## src/hw/rtl/serial_frame_checker_crc16_unit_macros.svh

```systemverilog
// Assertion helpers shared by the frame checker RTL.
`ifndef SERIAL_FRAME_CHECKER_CRC16_UNIT_MACROS_SVH
`define SERIAL_FRAME_CHECKER_CRC16_UNIT_MACROS_SVH

// Same-cycle implication, disabled while reset is high.
`define SFC_ASSERT_NOW(label, clk, rst, ante, cons) \
  label: assert property (@(posedge clk) disable iff (rst) (ante) |-> (cons)) \
    else $error("frame checker assertion failed");

// Next-cycle implication, disabled while reset is high.
`define SFC_ASSERT_NEXT(label, clk, rst, ante, cons) \
  label: assert property (@(posedge clk) disable iff (rst) (ante) |=> (cons)) \
    else $error("frame checker assertion failed");

`endif

```

## src/hw/rtl/sfc16_pkg.sv

```systemverilog
package sfc16_pkg;

  localparam int MAX_PAYLOAD = 1024;

  localparam logic [15:0] CRC_POLY = 16'h1021;
  localparam logic [15:0] CRC_SEED = 16'hFFFF;

  localparam logic [10:0] HEADER_BYTES = 11'd10;
  localparam logic [10:0] INDEX_LIMIT  = 11'd2047;

  // Header byte offsets
  localparam logic [3:0] OFS_MAGIC0   = 4'd0;
  localparam logic [3:0] OFS_MAGIC1   = 4'd1;
  localparam logic [3:0] OFS_VERSION  = 4'd2;
  localparam logic [3:0] OFS_FLAGS    = 4'd3;
  localparam logic [3:0] OFS_SEQUENCE = 4'd4;
  localparam logic [3:0] OFS_COMMAND  = 4'd5;
  localparam logic [3:0] OFS_STATUS   = 4'd6;
  localparam logic [3:0] OFS_LEN_LO   = 4'd8;
  localparam logic [3:0] OFS_LEN_HI   = 4'd9;

  // Configuration register indexes
  localparam logic [1:0] REG_MAGIC_FIRST  = 2'd0;
  localparam logic [1:0] REG_MAGIC_SECOND = 2'd1;
  localparam logic [1:0] REG_VERSION      = 2'd2;

  localparam logic KIND_PAYLOAD = 1'b0;
  localparam logic KIND_VERDICT = 1'b1;

  localparam int RES_DEPTH = 4;
  localparam int RES_PTR_W = $clog2(RES_DEPTH);

  typedef enum logic [2:0] {
    VERD_OK          = 3'd0,
    VERD_SHORT       = 3'd1,
    VERD_BAD_MAGIC   = 3'd2,
    VERD_BAD_VERSION = 3'd3,
    VERD_TOO_LONG    = 3'd4,
    VERD_BAD_CRC     = 3'd5
  } verdict_t;

  typedef struct packed {
    logic        run_end;
    logic        kind;
    logic [10:0] payload_length;
    logic [7:0]  header_status;
    logic [7:0]  command_code;
    logic [7:0]  sequence_res;
    logic [7:0]  frame_flags;
    verdict_t    verdict;
    logic [7:0]  payload_data;
  } result_t;

  // One byte of CRC-16/CCITT-FALSE, MSB first.
  function automatic logic [15:0] crc16_byte(input logic [15:0] crc, input logic [7:0] b);
    logic [15:0] v;
    v = crc ^ {b, 8'h00};
    for (int k = 0; k < 8; k++) begin
      v = v[15] ? ({v[14:0], 1'b0} ^ CRC_POLY) : {v[14:0], 1'b0};
    end
    return v;
  endfunction

endpackage

```

## src/hw/rtl/serial_frame_checker_crc16_unit.sv

```systemverilog
// Framed packet checker. Bytes of a received buffer enter on the s_axis side,
// one per item, with tlast on the final byte. A frame is a 10-byte header
// (magic, magic, version, flags, sequence, command, status, reserved, length
// low, length high), the payload, and a little-endian CRC-16/CCITT-FALSE over
// header and payload. Payload bytes leave on m_axis (tuser = 0) as they
// arrive, once magic, version and length have checked out; tlast on a byte
// adds a verdict item (tuser = 1) carrying the header fields when the frame
// is good, and starts a new buffer. Bytes past the CRC, and bytes from
// index 2047 on, change nothing. Rate: one byte per clock while the output
// is ready and each byte causes at most one result; a byte that causes both
// a payload item and a verdict queues both, to leave one at a time. Each byte is
// worked in the cycle it is accepted (byte-wide CRC step, header compare) and
// its results drop into a 4-entry result queue; s_axis_tready is high while
// the queue has room for two results, so input keeps flowing while output
// stalls briefly. The verdict is registered into the queue when the tlast
// byte is accepted, behind any items already queued. Configuration writes
// take effect at once and are meant for idle periods.
`include "serial_frame_checker_crc16_unit_macros.svh"

module serial_frame_checker_crc16_unit #(
  parameter int MAX_PAYLOAD = sfc16_pkg::MAX_PAYLOAD
) (
  input  logic        clk,
  input  logic        rst,
  // configuration
  input  logic        cfg_wr_en,
  input  logic [1:0]  cfg_index,
  input  logic [7:0]  cfg_data,
  // byte input
  input  logic        s_axis_tvalid,
  output logic        s_axis_tready,
  input  logic [7:0]  s_axis_tdata,   // [7:0] data_byte
  input  logic        s_axis_tlast,   // buffer_end
  // result output
  output logic        m_axis_tvalid,
  input  logic        m_axis_tready,
  // [7:0] payload_data, [10:8] verdict, [18:11] frame_flags,
  // [26:19] sequence_res, [34:27] command_code, [42:35] header_status,
  // [53:43] payload_length, [55:54] zero
  output logic [55:0] m_axis_tdata,
  output logic        m_axis_tuser,   // kind
  output logic        m_axis_tlast    // run_end
);

  localparam int PW = sfc16_pkg::RES_PTR_W;
  localparam int CW = $clog2(sfc16_pkg::RES_DEPTH + 1);

  // Configuration registers
  logic [7:0] magic_first;
  logic [7:0] magic_second;
  logic [7:0] expected_version;

  always_ff @(posedge clk) begin
    if (rst) begin
      magic_first      <= '0;
      magic_second     <= '0;
      expected_version <= '0;
    end else if (cfg_wr_en) begin
      case (cfg_index)
        sfc16_pkg::REG_MAGIC_FIRST:  magic_first      <= cfg_data;
        sfc16_pkg::REG_MAGIC_SECOND: magic_second     <= cfg_data;
        sfc16_pkg::REG_VERSION:      expected_version <= cfg_data;
        default: ;
      endcase
    end
  end

  // Frame state
  logic [10:0] byte_index,       byte_index_next;
  logic [15:0] running_crc,      running_crc_next;
  logic [7:0]  held_flags,       held_flags_next;
  logic [7:0]  held_sequence,    held_sequence_next;
  logic [7:0]  held_command,     held_command_next;
  logic [7:0]  held_status,      held_status_next;
  logic [15:0] held_length,      held_length_next;
  logic [7:0]  received_crc_low, received_crc_low_next;
  logic        magic_mismatch,   magic_mismatch_next;
  logic        version_mismatch, version_mismatch_next;

  // Result queue
  sfc16_pkg::result_t res_q [sfc16_pkg::RES_DEPTH];
  logic [PW-1:0] wr_ptr, rd_ptr;
  logic [CW-1:0] res_count;

  logic in_acc, out_acc;
  logic [7:0] data;
  logic       buf_end;

  assign data    = s_axis_tdata;
  assign buf_end = s_axis_tlast;

  assign s_axis_tready = (res_count <= CW'(sfc16_pkg::RES_DEPTH - 2));
  assign in_acc        = s_axis_tvalid && s_axis_tready;
  assign m_axis_tvalid = (res_count != '0);
  assign out_acc       = m_axis_tvalid && m_axis_tready;

  logic [10:0] off;
  logic [15:0] off_ext;
  logic [16:0] plen_p1;
  logic        hdr_ok;
  logic        fwd;
  logic [16:0] frame_need;
  sfc16_pkg::verdict_t verd;
  logic        verd_ok;
  sfc16_pkg::result_t res_pay, res_verd, res_a, res_b;
  logic        push_a, push_b;

  assign off     = byte_index - sfc16_pkg::HEADER_BYTES;
  assign off_ext = {5'b0, off};
  assign plen_p1 = {1'b0, held_length} + 17'd1;
  assign hdr_ok  = !magic_mismatch && !version_mismatch &&
                   (32'(held_length) <= 32'(MAX_PAYLOAD));

  // Per-byte update: header capture, CRC step, payload forward, CRC capture.
  always_comb begin
    byte_index_next       = byte_index;
    running_crc_next      = running_crc;
    held_flags_next       = held_flags;
    held_sequence_next    = held_sequence;
    held_command_next     = held_command;
    held_status_next      = held_status;
    held_length_next      = held_length;
    received_crc_low_next = received_crc_low;
    magic_mismatch_next   = magic_mismatch;
    version_mismatch_next = version_mismatch;
    fwd                   = 1'b0;

    if (byte_index != sfc16_pkg::INDEX_LIMIT) begin
      if (byte_index < sfc16_pkg::HEADER_BYTES) begin
        running_crc_next = sfc16_pkg::crc16_byte(running_crc, data);
        case (byte_index[3:0])
          sfc16_pkg::OFS_MAGIC0:   if (data != magic_first) magic_mismatch_next = 1'b1;
          sfc16_pkg::OFS_MAGIC1:   if (data != magic_second) magic_mismatch_next = 1'b1;
          sfc16_pkg::OFS_VERSION:  if (data != expected_version) version_mismatch_next = 1'b1;
          sfc16_pkg::OFS_FLAGS:    held_flags_next    = data;
          sfc16_pkg::OFS_SEQUENCE: held_sequence_next = data;
          sfc16_pkg::OFS_COMMAND:  held_command_next  = data;
          sfc16_pkg::OFS_STATUS:   held_status_next   = data;
          sfc16_pkg::OFS_LEN_LO:   held_length_next   = {8'h00, data};
          sfc16_pkg::OFS_LEN_HI:   held_length_next   = {data, held_length[7:0]};
          default: ;
        endcase
      end else if (off_ext < held_length) begin
        running_crc_next = sfc16_pkg::crc16_byte(running_crc, data);
        fwd              = hdr_ok;
      end else if (off_ext == held_length) begin
        received_crc_low_next = data;
      end else if ({1'b0, off_ext} == plen_p1) begin
        // fold the wire CRC in: zero afterwards means a match
        running_crc_next = running_crc ^ {data, received_crc_low};
      end
      byte_index_next = byte_index + 11'd1;
    end
  end

  // Verdict, in priority order, from the state after this byte.
  assign frame_need = {1'b0, held_length_next} + 17'd12;

  always_comb begin
    if (byte_index_next < sfc16_pkg::HEADER_BYTES) begin
      verd = sfc16_pkg::VERD_SHORT;
    end else if (magic_mismatch_next) begin
      verd = sfc16_pkg::VERD_BAD_MAGIC;
    end else if (version_mismatch_next) begin
      verd = sfc16_pkg::VERD_BAD_VERSION;
    end else if (32'(held_length_next) > 32'(MAX_PAYLOAD)) begin
      verd = sfc16_pkg::VERD_TOO_LONG;
    end else if ({6'b0, byte_index_next} < frame_need) begin
      verd = sfc16_pkg::VERD_SHORT;
    end else if (running_crc_next != 16'h0000) begin
      verd = sfc16_pkg::VERD_BAD_CRC;
    end else begin
      verd = sfc16_pkg::VERD_OK;
    end
  end

  assign verd_ok = (verd == sfc16_pkg::VERD_OK);

  always_comb begin
    res_pay                = '0;
    res_pay.kind           = sfc16_pkg::KIND_PAYLOAD;
    res_pay.payload_data   = data;
    res_pay.verdict        = sfc16_pkg::VERD_OK;
    res_pay.run_end        = !buf_end;

    res_verd                = '0;
    res_verd.kind           = sfc16_pkg::KIND_VERDICT;
    res_verd.verdict        = verd;
    res_verd.run_end        = 1'b1;
    if (verd_ok) begin
      res_verd.frame_flags    = held_flags_next;
      res_verd.sequence_res   = held_sequence_next;
      res_verd.command_code   = held_command_next;
      res_verd.header_status  = held_status_next;
      res_verd.payload_length = held_length_next[10:0];
    end
  end

  // Payload item goes first, the verdict after it.
  assign res_a  = fwd ? res_pay : res_verd;
  assign res_b  = res_verd;
  assign push_a = in_acc && (fwd || buf_end);
  assign push_b = in_acc && fwd && buf_end;

  always_ff @(posedge clk) begin
    if (rst) begin
      byte_index       <= '0;
      running_crc      <= sfc16_pkg::CRC_SEED;
      held_flags       <= '0;
      held_sequence    <= '0;
      held_command     <= '0;
      held_status      <= '0;
      held_length      <= '0;
      received_crc_low <= '0;
      magic_mismatch   <= 1'b0;
      version_mismatch <= 1'b0;
    end else if (in_acc) begin
      if (buf_end) begin
        // verdict given: start a new buffer
        byte_index       <= '0;
        running_crc      <= sfc16_pkg::CRC_SEED;
        held_flags       <= '0;
        held_sequence    <= '0;
        held_command     <= '0;
        held_status      <= '0;
        held_length      <= '0;
        received_crc_low <= '0;
        magic_mismatch   <= 1'b0;
        version_mismatch <= 1'b0;
      end else begin
        byte_index       <= byte_index_next;
        running_crc      <= running_crc_next;
        held_flags       <= held_flags_next;
        held_sequence    <= held_sequence_next;
        held_command     <= held_command_next;
        held_status      <= held_status_next;
        held_length      <= held_length_next;
        received_crc_low <= received_crc_low_next;
        magic_mismatch   <= magic_mismatch_next;
        version_mismatch <= version_mismatch_next;
      end
    end
  end

  // Result queue storage
  always_ff @(posedge clk) begin
    if (push_a) begin
      res_q[wr_ptr] <= res_a;
    end
    if (push_b) begin
      res_q[wr_ptr + PW'(1)] <= res_b;
    end
  end

  logic [CW-1:0] push_n;
  assign push_n = CW'(push_a) + CW'(push_b);

  always_ff @(posedge clk) begin
    if (rst) begin
      wr_ptr    <= '0;
      rd_ptr    <= '0;
      res_count <= '0;
    end else begin
      wr_ptr    <= wr_ptr + push_n[PW-1:0];
      if (out_acc) begin
        rd_ptr <= rd_ptr + PW'(1);
      end
      res_count <= res_count + push_n - CW'(out_acc);
    end
  end

  sfc16_pkg::result_t res_head;
  assign res_head = res_q[rd_ptr];

  assign m_axis_tdata = {2'b00,
                         res_head.payload_length,
                         res_head.header_status,
                         res_head.command_code,
                         res_head.sequence_res,
                         res_head.frame_flags,
                         res_head.verdict,
                         res_head.payload_data};
  assign m_axis_tuser = res_head.kind;
  assign m_axis_tlast = res_head.run_end;

  // Checks
  `SFC_ASSERT_NOW(a_queue_bound, clk, rst, 1'b1, res_count <= CW'(sfc16_pkg::RES_DEPTH))
  `SFC_ASSERT_NEXT(a_end_clears, clk, rst, in_acc && s_axis_tlast,
    byte_index == '0 && running_crc == sfc16_pkg::CRC_SEED)
  `SFC_ASSERT_NEXT(a_index_saturates, clk, rst,
    in_acc && !s_axis_tlast && byte_index == sfc16_pkg::INDEX_LIMIT,
    byte_index == sfc16_pkg::INDEX_LIMIT && $stable(running_crc))
  `SFC_ASSERT_NEXT(a_pop_only, clk, rst, out_acc && !in_acc,
    res_count == $past(res_count) - CW'(1))

endmodule

```

## config.mk

```make
export PLATFORM = sky130hd
export DESIGN_NAME = serial_frame_checker_crc16_unit
export DESIGN_NICKNAME = d
export VERILOG_FILES = /design/src/hw/rtl/sfc16_pkg.sv /design/src/hw/rtl/serial_frame_checker_crc16_unit.sv
export VERILOG_INCLUDE_DIRS = /design/src /design/src/hw/rtl
export SDC_FILE = /design/constraint.sdc
export NUM_CORES = 1
export LEC_CHECK = 0
export BUFFER_PORTS_ARGS = -buffer_cell sky130_fd_sc_hd__buf_4
export CAP_MARGIN = 20
export CELL_PAD_IN_SITES_DETAIL_PLACEMENT = 0
export CELL_PAD_IN_SITES_GLOBAL_PLACEMENT = 2
export CORE_MARGIN = 1
export CORE_UTILIZATION = 44
export CTS_CLUSTER_SIZE = 28
export DETAILED_ROUTE_END_ITERATION = 10
export MAX_ROUTING_LAYER = met4
export PLACE_DENSITY = 0.85
export SYNTH_ARGS = -nofsm -noshare
export SYNTH_HDL_FRONTEND = slang
export SYNTH_SLANG_ARGS = --single-unit
```

## constraint.sdc

```tcl
create_clock -name clk -period 13.6 [get_ports clk]
set_clock_uncertainty 0.15 [all_clocks]
set_input_delay 2.72 -clock clk [delete_from_list [all_inputs] [get_ports clk]]
set_output_delay 2.72 -clock clk [all_outputs]
set_load 0.05 [all_outputs]
```

Word level (Yosys, flattened, before mapping)
Memory sizes are Yosys's and may differ from the RTL's. A register that Yosys moved wholly into a read port is not among the register bits.
Cells that the tools add are included.
{ "totals": {"ram_bits": 224, "output_inout_bits": 60, "reg_bits": 116, "memories": 1} }
{ "mem_list": {"columns": ["memory", "words", "width", "rd", "rd_clocked_by_memory_dff", "write_ports", "line_no", "rtl"], "rows": [
  ["res_q", 4, 56, 1, 1, 2, "serial_frame_checker_crc16_unit.sv:81", "sfc16_pkg::result_t res_q [sfc16_pkg::RES_DEPTH];"]
]} }
{ "op_classes": {"add_sub_neg": 10, "n_mux": 69, "n_eq_ne": 18, "order_cmp": 7, "reduce_logical": 22, "bitwise_logic": 10} }
{ "op_table": {"columns": ["operator", "n"], "rows": [
  ["8-bit two-way mux", 21],
  ["16-bit two-way mux", 9],
  ["13-bit two-way mux", 8],
  ["56-bit two-way mux", 1],
  ["43-bit two-way mux", 1],
  ["16-bit case mux with 2 select lines", 1],
  ["16-bit XOR", 2],
  ["8-bit != test", 3],
  ["3-bit NOT", 8],
  ["11-bit by 4-bit less-than comparator with 1-bit output (second input constant)", 2],
  ["11-bit two-way mux", 2],
  ["3-bit two-way mux", 6],
  ["16-bit by 1-bit adder with 17-bit output (second input constant)", 1],
  ["16-bit by 4-bit adder with 17-bit output (second input constant)", 1],
  ["11-bit by 17-bit == test with 1-bit output", 1],
  ["11-bit by 17-bit less-than comparator with 1-bit output", 1],
  ["1-bit two-way mux", 17],
  ["11-bit by 16-bit == test with 1-bit output", 1],
  ["16-bit by 11-bit > comparator with 1-bit output (second input constant)", 1],
  ["16-bit by 11-bit <= comparator with 1-bit output (second input constant)", 1],
  ["11-bit by 16-bit less-than comparator with 1-bit output", 1],
  ["16-bit nonzero test", 1],
  ["4-bit by 3-bit == test with 1-bit output (second input constant)", 3],
  ["11-bit by 1-bit adder with 11-bit output (second input constant)", 1],
  ["other kinds (26)", 42]
]} }

Logic depth before layout (Yosys ltp)
{ "depth": {"word_depth": 30, "depth_mapped": 25} }

Worst setup path before layout
No wires, ideal clock.
{ "synth_path": {"path_type": "input-to-reg", "start": "in s_axis_tdata[2]", "end": "mem res_q[3][19] (netlist name) (data pin)", "path_stages": 16, "setup_ps": 142, "setup_slack_ps": 7274, "arrival_time_ps": 6034, "required_time_ps": 13308, "cell_sequence": "clkbuf_1 -> clkbuf_1 -> a22oi_1 -> ha_1 -> nor2_1 -> xor2_1 -> ha_1 -> nand3_1 -> o21ai_0 -> a21o_1 -> a211o_1 -> nand3_1 -> nor4_4 -> nand4_4 -> buf_6 -> nor2_1"} }
{ "synth_rtl": {"columns": ["element", "line_no", "rtl"], "rows": [
  ["from (decl)", "serial_frame_checker_crc16_unit.sv:32", "input logic [7:0] s_axis_tdata,"],
  ["to (decl)", "serial_frame_checker_crc16_unit.sv:81", null]
]} }

==> impl_metrics.py <==
metrics = {
    "worst_setup_path": {
        "critPathLaunchType": "flip-flop",
        "path_class": "flip-flop to flip-flop",
        "crit_slowest_cell": "nand4_4",
        "r2r-start": "byte_index[1]",
        "cp.required_ns": 13.81,
        "critPathLaunch": "byte_index[1]",
        "path_max_fanout": 43,
        "max_stage_delay_ns": 0.78,
        "crit_chain": "inv_1 > ha_1 > nor2b_1 > nor3_1 > xnor2_1 > inv_1 > ha_1 > nand3_1 > or3_1 > a21oi_1 > o31ai_2 > nor2_1 > buf_4 > a21oi_1 > mux2_4 > nor4_2 > and4_1 > nand4_4 > nor2_1",
        "ff2ff_setup_slack_ns": 6.58,
        "end_kind": "flip-flop",
        "worstPathArrival_ns": 7.23,
    },
    "clock_network": {
        "cts-resized-gates": 0,
        "numCtsBuffers": 38,
        "clock_sinks": 342,
        "postCtsSetupRepairBufs": 0,
        "cts_tree": "yes",
        "cts_root_buffer": "clkbuf_16",
        "htree_levels": 2,
        "hold_buffers": 0,
        "clockBufferDepth": 3,
        "clk_latency_ns": 0.56,
        "clk_pin_slew_worst_paths_ns": 0.06,
    },
    "sta": {
        "worstMarginPinSlew_ns": 1.18,
        "fin_crit_ns": 7.02,
        "max_slew_margin_pct": 21.0,
        "setup_viol": 0,
        "grt_setup_unrepaired": "false",
        "fmax_mhz": 143,
        "finalCritPeriodShare_pct": 51.6,
        "hold_violations": 0,
        "setup_tns_ns": 0,
        "finalMaxSlewViolations": 0,
        "holdWs_ns": 0.297,
    },
    "logic_synthesis": {
        "netlist_area_sq_mm": 0.0174,
        "ys_types": 82,
        "synth_warnings": 0,
        "async_flop_share_pct": 0,
        "synth_area_leader_cell": "edfxtp_1",
        "synthFlopType": "edfxtp_1",
        "ys_seq_area_share_pct": 49.9,
        "synth_commonest_cells": "nor2_1 (427), edfxtp_1 (184), dfxtp_1 (158)",
        "synthCells": 1681,
        "synth_edf_count": 184,
        "yosysMostFrequentCell": "nor2_1",
        "synthTopCellsByArea": "edfxtp_1 (32%), dfxtp_1 (18%), nor2_1 (9.2%)",
        "syn_avg_cell_area_sq_um": 10.4,
        "yosysTopAreaCellShare_pct": 31.7,
        "synth_seq_cells": 342,
    },
    "power": {
        "clockPowerShare_pct": 34.9,
        "p_sw_mw": 0.930,
        "power_frac_seq_pct": 40.0,
        "comb_power_share_pct": 25.1,
        "peakVddDrop_uv": 92.7,
        "power_density_mw_per_mm2": 150,
        "internal-power_mw": 2.00,
        "total_power_mw": 2.93,
        "switching_share_pct": 31.8,
        "p_leak_nw": 6.90,
    },
    "global_routing": {
        "antenna_found_initial": 0,
        "grt_max_degree": 61,
        "grt_pass1_vias": 12900,
        "grt_use_total_pct": 24.8,
        "grt_pass1_wl_um": 75100,
        "overflow": 0,
    },
    "drt": {
        "wirelength_um": 48200,
        "drc": 0,
        "drtAntennaViolNets": 0,
        "drt-initial-drc-count": 811,
        "routed_via_density": 5.72,
        "route.vias.total": 12900,
        "first_pass_iters": 5,
        "wl_per_cell_um": 21.4,
    },
    "die": {
        "die_y_um": 201,
        "die_x_um": 201,
        "io_pins": 84,
        "num_rows": 72,
        "core-area_sq_mm": 0.0388,
        "die-area_sq_mm": 0.0404,
        "start_util_pct": 44.9,
    },
    "layout": {
        "nNetsFinal": 1767,
        "nFillCells": 3548,
        "diodes": 0,
        "drive_gt1_share_pct": 15.1,
        "areaGrowthSynthToFinish_pct": 12.3,
        "final_area_sq_mm": 0.0196,
        "fin_cells": 2255,
    },
    "run_status": {
        "status": "completed",
    },
    "placement": {
        "dp.cells": 2185,
        "dp_hpwl_um": 29900,
        "numPortBuffers": 81,
        "dpl_cell_area_sq_mm": 0.0183,
        "place_congestion": 0.853,
    },
    "worst_hold_path": {
        "worst_hold_path_type": "flip-flop to flip-flop",
        "min_from": "res_q[1][54]",
    },
    "run": {
        "drv_cap": 0,
    },
}
## routing by layer
layer  wire, um  vias to the layer above  global-route usage [%]  share of wire, %
li1           -                     6061                       -                 -
met5          0                        -                       -                 0
met2      23100                      336                    40.6                48
met4       1090                        0                    6.84               2.3
met1      21500                     6428                    31.7                45
met3       2480                       73                    4.09               5.1
## state kept, by name, indices dropped and copies added (netlist names), 11 cells and up, named ones only
register	count
byte_index	11
held_length	16
running_crc	16
res_q	224
## cell families (layout without fill, tap and decap cells)
logic type	count (synthesis)	after routing	share of synthesized area, %
xor gates and xnor gates	83	83	4.22
other	1	2	0.0215
adders and majority gates	36	36	2.63
DFF	342	342	49.9
buffers and inverters	154	209	3.87
AOI/OAI and AO/OA	269	269	9.87
and+or+nand+nor	664	664	17.8
muxes	132	132	11.7
## power groups by stage
stage / logic [mW] / registers [mW] / clock network [mW]
floorplan: 0.554 / 1.17 / 0
global placement: 0.736 / 1.19 / 0
detailed placement: 0.738 / 1.19 / 0
CTS: 0.740 / 1.17 / 1.04
global route: 0.779 / 1.18 / 1.08
finish: 0.733 / 1.17 / 1.02
## area by class of cell
class | instances | area, sq um | share of cell area (%)
Sequential cell | 342 | 8690 | 44.5
Clock inverter | 13 | 156 | 0.800
Clock buffer | 57 | 1060 | 5.44
Timing Repair Buffer | 104 | 781 | 3.99
Tap cell | 518 | 648 | 3.31
Multi-Input combinational cell | 1186 | 8080 | 41.3
Inverter | 35 | 131 | 0.672
## worst max-delay path, delay by kind of cell, from the launching register on
family                   cells  cell delay, ns
XOR/XNOR                     1            0.25
AO/OA/AOI/OAI                3            0.64
flip-flops                   1            0.57
multiplexers                 1            0.29
adder cells (fa/ha/maj)      2            0.60
AND/OR/NAND/NOR              9            3.74
buffers and inverters        3            0.56
## layout by cell type, fill, tap and decap left out, types with 13 or more instances in the layout
cell	n
nor2_1	427
edfxtp_1	184
dfxtp_1	156
buf_4	104
a21oi_1	97
mux2i_1	73
xnor2_1	58
mux4_2	56
nand2_1	51
a22oi_1	43
clkbuf_16	39
ha_1	35
inv_1	34
nand3_1	29
o21ai_0	27
nor3_1	25
xor2_1	24
o22ai_1	19
clkbuf_1	16
nor4_1	15
nand4_1	14
nand2b_1	14
a21o_1	13
## metrics by stage
step	util, %	worst slack (ns)
after floorplan	-	7.27
after global routing	50.4	6.15
final	50.4	6.58
after detailed placement	47.2	6.26
after global placement	47.2	6.43
after CTS	50.4	6.56
## worst paths after layout
| check | end | cells past startpoint |
|---|---|---|
| max | res_q[0][34] | 19 |
| min | res_q[1][54] | 1 |
| max reg2reg | res_q[0][34] | 19 |
| min reg2reg | res_q[1][54] | 1 |
No activity file was read; power rests on OpenSTA's default activity.
